## config.mk

```make
export PLATFORM = sky130hd
export DESIGN_NAME = stereo_rms_level_meter_core
export DESIGN_NICKNAME = d
export VERILOG_FILES = /design/src/design/srlm_pkg.sv /design/src/design/srlm_divider.sv /design/src/design/srlm_isqrt.sv /design/src/design/stereo_rms_level_meter_core.sv
export VERILOG_INCLUDE_DIRS = /design/src /design/src/design
export SDC_FILE = /design/constraint.sdc
export NUM_CORES = 2
export LEC_CHECK = 0
export ABC_CLOCK_PERIOD_IN_PS = 10200
export BUFFER_PORTS_ARGS = -buffer_cell sky130_fd_sc_hd__buf_2
export CAP_MARGIN = 10
export CORE_MARGIN = 10
export CORE_UTILIZATION = 35
export CTS_CLUSTER_SIZE = 40
export DETAILED_ROUTE_END_ITERATION = 10
export HOLD_SLACK_MARGIN = 0.03
export PLACE_DENSITY_LB_ADDON = 0.12
export SKIP_CTS_REPAIR_TIMING = 1
export SLEW_MARGIN = 20
export SYNTH_ARGS = -nofsm -noshare
export SYNTH_HDL_FRONTEND = slang
export SYNTH_SLANG_ARGS = --single-unit
```

## constraint.sdc

```tcl
create_clock -name i_clk -period 10.2 [get_ports i_clk]
set_input_delay 0.51 -clock i_clk [delete_from_list [all_inputs] [get_ports i_clk]]
set_output_delay 0.51 -clock i_clk [all_outputs]
set_load 0.1 [all_outputs]
```

## src/design/assert_macros.svh

```systemverilog
// ----------------------------------------------------------------------------
// assert_macros.svh
// Assertion macros for the RTL of the level meter.
// ----------------------------------------------------------------------------
`ifndef ASSERT_MACROS_SVH
`define ASSERT_MACROS_SVH
`ifndef ASSERT_OFF
// condition holds at every clock edge out of reset
`define ASSERT_ALWAYS(label, clk, rst_n, cond) \
    label: assert property (@(posedge clk) disable iff (!rst_n) (cond)) \
        else $error("%m: assertion failed");
// consequent holds in the cycle after the antecedent
`define ASSERT_NEXT(label, clk, rst_n, ante, cons) \
    label: assert property (@(posedge clk) disable iff (!rst_n) (ante) |=> (cons)) \
        else $error("%m: assertion failed");
`else
`define ASSERT_ALWAYS(label, clk, rst_n, cond)
`define ASSERT_NEXT(label, clk, rst_n, ante, cons)
`endif
`endif

```

## src/design/srlm_pkg.sv

```systemverilog
// ----------------------------------------------------------------------------
// srlm_pkg
// Types and constants of the stereo RMS level meter.
// ----------------------------------------------------------------------------
`default_nettype none

package srlm_pkg;

    localparam int SMP_W   = 16;   // input sample, Q1.15
    localparam int MAG_W   = 15;   // magnitude of a halved sample
    localparam int ROOT_W  = 15;   // rms, Q0.15
    localparam int SQ_W    = 2 * ROOT_W;  // mean square fed to the root
    localparam int ALPHA_W = 16;
    localparam int FS_W    = 15;
    localparam int FRAC_W  = 16;   // extra fraction bits of the average
    localparam int ACC_W   = ROOT_W + FRAC_W + 1;
    localparam int PROD_W  = ALPHA_W + ACC_W;
    localparam int DEN_W   = FS_W + FRAC_W + 1;
    localparam int LEVEL_W = 16;
    localparam int BUF_W   = 32;
    localparam int APB_W   = 32;
    localparam int ADDR_W  = 3;

    localparam logic [ALPHA_W-1:0] ALPHA_RESET = 16'd4588;
    localparam logic [FS_W-1:0]    FS_RESET    = 15'd5571;
    localparam logic [LEVEL_W-1:0] LEVEL_MAX   = 16'hFFFF;
    // largest average: rms of 16384 with 16 fraction bits
    localparam logic [ACC_W-1:0]   ACC_MAX     = 32'h4000_0000;

    // register index, taken from paddr[2]
    localparam logic REG_ALPHA      = 1'b0;
    localparam logic REG_FULL_SCALE = 1'b1;

    typedef struct packed {
        logic signed [SMP_W-1:0] left_sample;
        logic signed [SMP_W-1:0] right_sample;
        logic                    last_frame;
    } t_in_item;

    typedef struct packed {
        logic [ROOT_W-1:0]  buffer_rms;
        logic [ROOT_W-1:0]  smoothed_level;
        logic [LEVEL_W-1:0] scaled_level;
        logic [BUF_W-1:0]   buffers_seen;
        logic               frames_dropped;
    } t_out_item;

    typedef enum logic [3:0] {
        S_IDLE,
        S_SQ_L,
        S_SQ_R,
        S_SQ_ADD,
        S_DIV_MEAN,
        S_WAIT_MEAN,
        S_WAIT_ROOT,
        S_DIFF,
        S_MUL,
        S_UPD,
        S_DIV_SCL,
        S_WAIT_SCL,
        S_OUT
    } t_state;

endpackage

`default_nettype wire

```

## src/design/srlm_divider.sv

```systemverilog
// ----------------------------------------------------------------------------
// srlm_divider
// Restoring divider, one quotient bit per cycle, shared by the mean and
// the full-scale division.
// ----------------------------------------------------------------------------
`default_nettype none

module srlm_divider #(
    parameter int NUM_W = 47,
    parameter int DEN_W = 32
) (
    input  wire logic             i_clk,
    input  wire logic             i_rst_n,
    input  wire logic             i_start,
    input  wire logic [NUM_W-1:0] i_num,
    input  wire logic [DEN_W-1:0] i_den,
    output logic                  o_done,
    output logic [NUM_W-1:0]      o_quot
);

    localparam int CNT_W = $clog2(NUM_W);

    logic             r_busy;
    logic             r_done;
    logic [CNT_W-1:0] r_cnt;
    logic [NUM_W-1:0] r_num;   // dividend bits shift out, quotient bits in
    logic [DEN_W-1:0] r_den;
    logic [DEN_W-1:0] r_rem;

    logic [DEN_W:0] rem_sh;
    logic [DEN_W:0] rem_sub;
    logic           ge;

    always_comb begin
        rem_sh  = {r_rem, r_num[NUM_W-1]};
        rem_sub = rem_sh - {1'b0, r_den};
        ge      = (rem_sh >= {1'b0, r_den});
    end

    always_ff @(posedge i_clk) begin
        if (!i_rst_n) begin
            r_busy <= 1'b0;
            r_done <= 1'b0;
            r_cnt  <= '0;
        end else begin
            r_done <= 1'b0;
            if (i_start) begin
                r_busy <= 1'b1;
                r_cnt  <= '0;
            end else if (r_busy) begin
                if (r_cnt == CNT_W'(NUM_W - 1)) begin
                    r_busy <= 1'b0;
                    r_done <= 1'b1;
                end else begin
                    r_cnt <= r_cnt + 1'b1;
                end
            end
        end
    end

    always_ff @(posedge i_clk) begin
        if (i_start) begin
            r_num <= i_num;
            r_den <= i_den;
            r_rem <= '0;
        end else if (r_busy) begin
            r_num <= {r_num[NUM_W-2:0], ge};
            r_rem <= ge ? rem_sub[DEN_W-1:0] : rem_sh[DEN_W-1:0];
        end
    end

    assign o_done = r_done;
    assign o_quot = r_num;

endmodule

`default_nettype wire

```

## src/design/srlm_isqrt.sv

```systemverilog
// ----------------------------------------------------------------------------
// srlm_isqrt
// Digit-by-digit integer square root, one root bit per cycle.
// ----------------------------------------------------------------------------
`default_nettype none

module srlm_isqrt (
    input  wire logic                      i_clk,
    input  wire logic                      i_rst_n,
    input  wire logic                      i_start,
    input  wire logic [srlm_pkg::SQ_W-1:0] i_val,
    output logic                           o_done,
    output logic [srlm_pkg::ROOT_W-1:0]    o_root
);

    import srlm_pkg::*;

    localparam int REM_W = ROOT_W + 1;
    localparam int CNT_W = $clog2(ROOT_W);

    logic              r_busy;
    logic              r_done;
    logic [CNT_W-1:0]  r_cnt;
    logic [SQ_W-1:0]   r_val;
    logic [REM_W-1:0]  r_rem;
    logic [ROOT_W-1:0] r_root;

    logic [REM_W+1:0] rem_sh;
    logic [REM_W+1:0] trial;
    logic [REM_W+1:0] rem_sub;
    logic             ge;

    always_comb begin
        rem_sh  = {r_rem, r_val[SQ_W-1 -: 2]};
        trial   = (REM_W + 2)'({r_root, 2'b01});
        rem_sub = rem_sh - trial;
        ge      = (rem_sh >= trial);
    end

    always_ff @(posedge i_clk) begin
        if (!i_rst_n) begin
            r_busy <= 1'b0;
            r_done <= 1'b0;
            r_cnt  <= '0;
        end else begin
            r_done <= 1'b0;
            if (i_start) begin
                r_busy <= 1'b1;
                r_cnt  <= '0;
            end else if (r_busy) begin
                if (r_cnt == CNT_W'(ROOT_W - 1)) begin
                    r_busy <= 1'b0;
                    r_done <= 1'b1;
                end else begin
                    r_cnt <= r_cnt + 1'b1;
                end
            end
        end
    end

    always_ff @(posedge i_clk) begin
        if (i_start) begin
            r_val  <= i_val;
            r_rem  <= '0;
            r_root <= '0;
        end else if (r_busy) begin
            r_val  <= {r_val[SQ_W-3:0], 2'b00};
            // remainder stays at most twice the root, so REM_W bits suffice
            r_rem  <= ge ? rem_sub[REM_W-1:0] : rem_sh[REM_W-1:0];
            r_root <= {r_root[ROOT_W-2:0], ge};
        end
    end

    assign o_done = r_done;
    assign o_root = r_root;

endmodule

`default_nettype wire

```

## src/design/stereo_rms_level_meter_core.sv

```systemverilog
// ----------------------------------------------------------------------------
// stereo_rms_level_meter_core
// Stereo frames come in on the input channel (valid/ready); a frame marked
// last closes the buffer and one result goes out on the output channel.
// A frame is taken in S_IDLE and then uses the shared multiplier
// in S_SQ_L (left square), S_SQ_R (right square) and S_SQ_ADD
// (final add); the next frame is taken only back in S_IDLE. A last
// frame adds the end-of-buffer pass: a 48-step mean division, a
// 15-step square root, the smoothing multiply and a second 48-step
// division for the scaled level. The two divisions share one
// restoring divider. The input is not ready during that pass.
// The result sits in an output register; a new buffer may be taken while
// it waits. If the receiver still stalls at the end of the next buffer,
// the sequencer holds until the transfer frees the register.
// Reset clears sums, the average and the buffer count, and loads the
// register defaults. Registers must be written by the user over the APB
// port only while idle; the block itself does not enforce this.
// ----------------------------------------------------------------------------
`default_nettype none
`include "assert_macros.svh"

module stereo_rms_level_meter_core #(
    parameter int MAX_FRAMES = 256
) (
    input  wire logic                          i_clk,
    input  wire logic                          i_rst_n,
    input  wire logic                          i_in_valid,
    output logic                               o_in_ready,
    input  wire srlm_pkg::t_in_item            i_in_data,
    output logic                               o_out_valid,
    input  wire logic                          i_out_ready,
    output srlm_pkg::t_out_item                o_out_data,
    input  wire logic                          psel,
    input  wire logic                          penable,
    input  wire logic                          pwrite,
    input  wire logic [srlm_pkg::ADDR_W-1:0]   paddr,
    input  wire logic [srlm_pkg::APB_W-1:0]    pwdata,
    output logic [srlm_pkg::APB_W-1:0]         prdata,
    output logic                               pready
);

    import srlm_pkg::*;

    localparam int CNT_W = $clog2(2 * MAX_FRAMES + 1);
    localparam int SUM_W = 30 + $clog2(MAX_FRAMES);
    localparam int NUM_W = (SUM_W > PROD_W) ? SUM_W : PROD_W;
    localparam logic [CNT_W-1:0] CNT_FULL = CNT_W'(2 * MAX_FRAMES);

    t_state r_state, n_state;

    logic [ALPHA_W-1:0] r_alpha;
    logic [FS_W-1:0]    r_fs;
    t_in_item           r_in;
    logic [SUM_W-1:0]   r_sum;
    logic [CNT_W-1:0]   r_count;
    logic               r_ovf;
    logic [ACC_W-1:0]   r_acc;
    logic [BUF_W-1:0]   r_bufs;
    logic [PROD_W-1:0]  r_prod;
    logic [ROOT_W-1:0]  r_rms;
    logic               r_up;
    logic [ACC_W-1:0]   r_diff;
    logic [LEVEL_W-1:0] r_scaled;
    logic               r_out_valid;
    t_out_item          r_out;

    logic               in_fire;
    logic               full;
    logic               out_load;
    logic               cfg_wr;
    logic [ALPHA_W-1:0] mul_a;
    logic [ACC_W-1:0]   mul_b;
    logic [MAG_W-1:0]   mag_l, mag_r;
    logic [ACC_W-1:0]   target;
    logic [FS_W-1:0]    fs_eff;
    logic [PROD_W-1:0]  scl_num;
    logic [PROD_W:0]    dn_round;

    logic               div_start, div_done;
    logic [NUM_W-1:0]   div_num, div_quot;
    logic [DEN_W-1:0]   div_den;
    logic               rt_start, rt_done;
    logic [SQ_W-1:0]    rt_val;
    logic [ROOT_W-1:0]  rt_root;

    // |floor(s/2)|, at most 16384
    function automatic logic [MAG_W-1:0] half_mag(input logic signed [SMP_W-1:0] s);
        logic signed [SMP_W-1:0] h;
        logic [SMP_W-1:0]        m;
        h = s >>> 1;
        m = h[SMP_W-1] ? (~h + 1'b1) : h;
        return m[MAG_W-1:0];
    endfunction

    // ---------------- configuration port ----------------
    assign pready = 1'b1;
    assign cfg_wr = psel & penable & pwrite & pready;

    always_ff @(posedge i_clk) begin
        if (!i_rst_n) begin
            r_alpha <= ALPHA_RESET;
            r_fs    <= FS_RESET;
        end else if (cfg_wr) begin
            unique case (paddr[2])
                REG_ALPHA:      r_alpha <= pwdata[ALPHA_W-1:0];
                REG_FULL_SCALE: r_fs    <= pwdata[FS_W-1:0];
                default: ;
            endcase
        end
    end

    always_comb begin
        unique case (paddr[2])
            REG_ALPHA:      prdata = APB_W'(r_alpha);
            REG_FULL_SCALE: prdata = APB_W'(r_fs);
            default:        prdata = '0;
        endcase
    end

    // ---------------- sequencer ----------------
    assign in_fire  = i_in_valid & o_in_ready;
    assign full     = (r_count >= CNT_FULL);
    assign out_load = (r_state == S_OUT) && (!r_out_valid || i_out_ready);

    always_ff @(posedge i_clk) begin
        if (!i_rst_n) begin
            r_state <= S_IDLE;
        end else begin
            r_state <= n_state;
        end
    end

    always_comb begin
        n_state    = r_state;
        div_start  = 1'b0;
        rt_start   = 1'b0;
        o_in_ready = 1'b0;
        unique case (r_state)
            S_IDLE: begin
                o_in_ready = 1'b1;
                if (i_in_valid) begin
                    if (!full) begin
                        n_state = S_SQ_L;
                    end else if (i_in_data.last_frame) begin
                        n_state = S_DIV_MEAN;
                    end
                end
            end
            S_SQ_L:   n_state = S_SQ_R;
            S_SQ_R:   n_state = S_SQ_ADD;
            S_SQ_ADD: n_state = r_in.last_frame ? S_DIV_MEAN : S_IDLE;
            S_DIV_MEAN: begin
                div_start = 1'b1;
                n_state   = S_WAIT_MEAN;
            end
            S_WAIT_MEAN: begin
                if (div_done) begin
                    rt_start = 1'b1;
                    n_state  = S_WAIT_ROOT;
                end
            end
            S_WAIT_ROOT: if (rt_done) begin
                n_state = S_DIFF;
            end
            S_DIFF: n_state = S_MUL;
            S_MUL:  n_state = S_UPD;
            S_UPD:  n_state = S_DIV_SCL;
            S_DIV_SCL: begin
                div_start = 1'b1;
                n_state   = S_WAIT_SCL;
            end
            S_WAIT_SCL: if (div_done) begin
                n_state = S_OUT;
            end
            S_OUT: if (out_load) begin
                n_state = S_IDLE;
            end
            default: n_state = S_IDLE;
        endcase
    end

    // ---------------- shared multiplier ----------------
    assign mag_l = half_mag(r_in.left_sample);
    assign mag_r = half_mag(r_in.right_sample);

    always_comb begin
        case (r_state)
            S_SQ_L: begin
                mul_a = ALPHA_W'(mag_l);
                mul_b = ACC_W'(mag_l);
            end
            S_SQ_R: begin
                mul_a = ALPHA_W'(mag_r);
                mul_b = ACC_W'(mag_r);
            end
            default: begin
                mul_a = r_alpha;
                mul_b = r_diff;
            end
        endcase
    end

    always_ff @(posedge i_clk) begin
        r_prod <= mul_a * mul_b;
    end

    // ---------------- divider and root ----------------
    assign fs_eff  = (r_fs == '0) ? FS_W'(1) : r_fs;
    // acc * 65535 as (acc << 16) - acc
    assign scl_num = {r_acc, {FRAC_W{1'b0}}} - PROD_W'(r_acc);

    always_comb begin
        if (r_state == S_DIV_MEAN) begin
            div_num = NUM_W'(r_sum);
            div_den = DEN_W'(r_count);
        end else begin
            div_num = NUM_W'(scl_num);
            div_den = DEN_W'({fs_eff, {FRAC_W{1'b0}}});
        end
    end

    // mean square never exceeds 16384^2; empty count gives zero
    assign rt_val = (r_count == '0) ? '0 : div_quot[SQ_W-1:0];

    srlm_divider #(
        .NUM_W (NUM_W),
        .DEN_W (DEN_W)
    ) u_div (
        .i_clk   (i_clk),
        .i_rst_n (i_rst_n),
        .i_start (div_start),
        .i_num   (div_num),
        .i_den   (div_den),
        .o_done  (div_done),
        .o_quot  (div_quot)
    );

    srlm_isqrt u_root (
        .i_clk   (i_clk),
        .i_rst_n (i_rst_n),
        .i_start (rt_start),
        .i_val   (rt_val),
        .o_done  (rt_done),
        .o_root  (rt_root)
    );

    // ---------------- datapath ----------------
    assign target   = {1'b0, r_rms, {FRAC_W{1'b0}}};
    // downward step rounds toward minus infinity
    assign dn_round = {1'b0, r_prod} + (PROD_W + 1)'({FRAC_W{1'b1}});

    always_ff @(posedge i_clk) begin
        if (!i_rst_n) begin
            r_sum   <= '0;
            r_count <= '0;
            r_ovf   <= 1'b0;
            r_acc   <= '0;
            r_bufs  <= '0;
        end else begin
            case (r_state)
                S_IDLE: if (in_fire) begin
                    if (full) begin
                        r_ovf <= 1'b1;
                    end else begin
                        r_count <= r_count + CNT_W'(2);
                    end
                end
                S_SQ_R, S_SQ_ADD: r_sum <= r_sum + SUM_W'(r_prod);
                S_UPD: begin
                    if (r_up) begin
                        r_acc <= r_acc + r_prod[PROD_W-1 -: ACC_W];
                    end else begin
                        r_acc <= r_acc - dn_round[FRAC_W +: ACC_W];
                    end
                end
                S_OUT: if (out_load) begin
                    r_sum   <= '0;
                    r_count <= '0;
                    r_ovf   <= 1'b0;
                    r_bufs  <= r_bufs + 1'b1;
                end
                default: ;
            endcase
        end
    end

    always_ff @(posedge i_clk) begin
        if (in_fire) begin
            r_in <= i_in_data;
        end
        if (rt_done) begin
            r_rms <= rt_root;
        end
        if (r_state == S_DIFF) begin
            r_up   <= (target >= r_acc);
            r_diff <= (target >= r_acc) ? (target - r_acc) : (r_acc - target);
        end
        if (r_state == S_WAIT_SCL && div_done) begin
            r_scaled <= (div_quot[NUM_W-1:LEVEL_W] != '0) ? LEVEL_MAX
                                                         : div_quot[LEVEL_W-1:0];
        end
    end

    // ---------------- output register ----------------
    always_ff @(posedge i_clk) begin
        if (!i_rst_n) begin
            r_out_valid <= 1'b0;
        end else if (out_load) begin
            r_out_valid <= 1'b1;
        end else if (i_out_ready) begin
            r_out_valid <= 1'b0;
        end
    end

    always_ff @(posedge i_clk) begin
        if (out_load) begin
            r_out.buffer_rms     <= r_rms;
            r_out.smoothed_level <= r_acc[ACC_W-2 -: ROOT_W];
            r_out.scaled_level   <= r_scaled;
            r_out.buffers_seen   <= r_bufs + 1'b1;
            r_out.frames_dropped <= r_ovf;
        end
    end

    assign o_out_valid = r_out_valid;
    assign o_out_data  = r_out;

    // ---------------- assertions ----------------
    `ASSERT_ALWAYS(a_count_bound, i_clk, i_rst_n, r_count <= CNT_FULL)
    `ASSERT_ALWAYS(a_acc_bound, i_clk, i_rst_n, r_acc <= ACC_MAX)
    `ASSERT_NEXT(a_load_valid, i_clk, i_rst_n, out_load, r_out_valid && r_state == S_IDLE)
    `ASSERT_NEXT(a_buf_cleared, i_clk, i_rst_n, out_load, r_count == '0 && r_sum == '0 && !r_ovf)

endmodule

`default_nettype wire

```

==> metrics.txt <==
Pins Over Slew Limit 0; DRT iter0 DRCs between 2000 and 3000; Critical Path AT 10.19 ns; crit start category register; Worst Setup SP r_in[9]$_DFFE_PP_; CTS clk-pin slew, worst paths about 0.060 ns; antenna-violating nets left 0; Gate Count Post-Synth between 5000 and 6000; Die W 386.1 um; GP Congestion 0.8893; DR vias/cell 5.212; Post-synth top cells inv_1, nand2_1, fa_1, nor2_1, ha_1; CTS Sinks 549; IO Port Bufs 151; post-synth top area share 18.01%; Total Routing Usage GR 19.03%; H-tree depth 3; Worst R2R Start r_in[9]$_DFFE_PP_; clk buf depth 3; synth top area cells fa_1, edfxtp_1, dfxtp_1, ha_1, inv_1; crit path to r_prod[45]$_DFF_P_; sequential area share after synthesis between 20% and 30%; routed vias ~37000; Fillers 13560; CP Max Fanout 13; Worst R2R Path Depth 27; r2r setup slk between 0.5 and 0.6 ns; cell area after layout 52470 um2; HP Class primary input to register; Inserted Clock Buffers 71; utilization after layout 39.36%; fmax 103.7 MHz; post-route clock skew 0.07431 ns; Post-Route WL 143.3 mm; Seq cells post-synth 549; endpoint type of the worst setup path register; setup violators final 0; Final Hold Fails 0; HPWL after detailed placement 111.5 mm; ys flop type edfxtp_1; vias in the first global route 37050; fin crit period about 9.6 ns; grt ovf 0; ys async rst share 0%; drt wl/cell around 20 um; largest net degree at the start of global routing 73; status finished clean; clk root buf clkbuf_16; WP data required 10.74 ns; Area growth, synth to finish 11.85%; Final Cycle Share 94.57%; Core Rows 134; top cell type by total area after synthesis fa_1; EDFF count, synth 276; Synth cell types 85; # DRC 0; I/O pin count 189; CTS tree yes; TritonRoute pass-1 iters 5; crit path kind register to register; Nets 6093; ratio of cells with drive above 1 in the final layout 7.967%; die area 149100 um2; RSZ-0062 raised after global routing no; Worst path max stage delay around 0.63 ns; most common cell in the netlist inv_1; Bufs and invs on worst path 4; setup TNS 0 ns; Max Cap Viol 0; first-pass GRT wire length 221.7 mm; Slew headroom between 20% and 30%; Initial Util a little over a third; Ys Warns 0; Mean Syn Cell Area ~9 um2; Core Region about 130000 um2; crit-path most repeated cell fa_1; Die H 386.1 um; initial antenna violation count 9; later-pin clock latency in the skew report 0.67 ns; Crit Reg-Reg Endpoint r_prod[45]$_DFF_P_; slowest cell on the critical path or4_1; DP Area 49680 um2; worst-margin pin slew 1.106 ns; Crit path max-delay family compound AO/OA/AOI/OAI gates; Mapped Area 46910 um2; number of cells on the critical path 27
-- registers in the layout, indices dropped and copies added (netlist names), 24 cells and up --
register,cells
o_out_data,79
r_acc,32
r_bufs,32
r_diff,32
r_in,31
r_prod,48
r_sum,38
u_div.o_quot,48
u_div.r_den,24
u_div.r_rem,32
u_root.r_val,30
-- cell type report --
class | instances | area, um2 | share of cell area [%]
Inverter | 633 | 2379 | 4.533
Sequential cell | 549 | 13760 | 26.22
Multi-Input combinational cell | 3797 | 29930 | 57.04
Antenna cell | 2 | 5.005 | 0.009539
Clock inverter | 40 | 590.6 | 1.126
Timing Repair Buffer | 261 | 1642 | 3.129
Tap cell | 1768 | 2212 | 4.216
Clock buffer | 92 | 1957 | 3.730
-- cells in the final DEF, fill, tap and decap left out, drive strengths merged, types with 170 or more instances in the layout --
master / Yosys / layout
nand2: 590 / 590
o21ai: 262 / 262
edfxtp: 276 / 276
inv: 632 / 636
dfxtp: 273 / 273
xnor2: 170 / 170
ha: 283 / 283
a21oi: 260 / 260
nor2: 382 / 382
fa: 422 / 422
buf: 38 / 238
-- stage by stage --
| step | hold WS (ns) | instances | worst slack, ns |
|---|---|---|---|
| floorplan | 0.4003 | 5223 | 1.560 |
| global placement | 0.4049 | 6985 | 0.7818 |
| detailed placement | 0.4110 | 6985 | 0.7826 |
| CTS | -0.002224 | 7117 | 0.6736 |
| global route | 0.03308 | 7140 | 0.08022 |
| finish | 0.05808 | 7142 | 0.5541 |
-- worst min path at each step --
stage / startpoint / end / cells past startpoint
floorplan: r_scaled[0]$_SDFFCE_PP1P_ / o_out_data[33]$_DFFE_PP_ / 0
global placement: r_scaled[13]$_SDFFCE_PP1P_ / o_out_data[46]$_DFFE_PP_ / 0
detailed placement: r_scaled[9]$_SDFFCE_PP1P_ / o_out_data[42]$_DFFE_PP_ / 0
CTS: i_in_data[28] / r_in[28]$_DFFE_PP_ / 1
global route: i_in_data[21] / r_in[21]$_DFFE_PP_ / 1
finish: i_in_data[21] / r_in[21]$_DFFE_PP_ / 1
-- worst reg2reg max path, delay by kind of cell (launching register included) --
family / cells / cell delay (ns)
compound gates: 10 / 3.76
xor+xnor: 2 / 0.23
fa+ha+maj: 7 / 3.54
buf+inv: 4 / 0.26
flops: 1 / 0.43
simple gates: 4 / 1.32
-- layer usage --
layer  GRT usage, %  part of all wire [%]
met1          25.58                    44
met2          32.11                    48
met3          2.448                   5.0
met4          5.018                   2.6
met5              0                     0
-- cells by family after synthesis --
logic type	share of synthesized area, %
buf+inv	7.202
mux	1.470
other cells	0.01601
simple gates	17.14
compound gates	13.53
xor+xnor	5.770
fa+ha+maj	25.56
flops	29.32
Power is not shown: default switching activity piles up to over one toggle a cycle in this logic, so the estimate is an artifact.
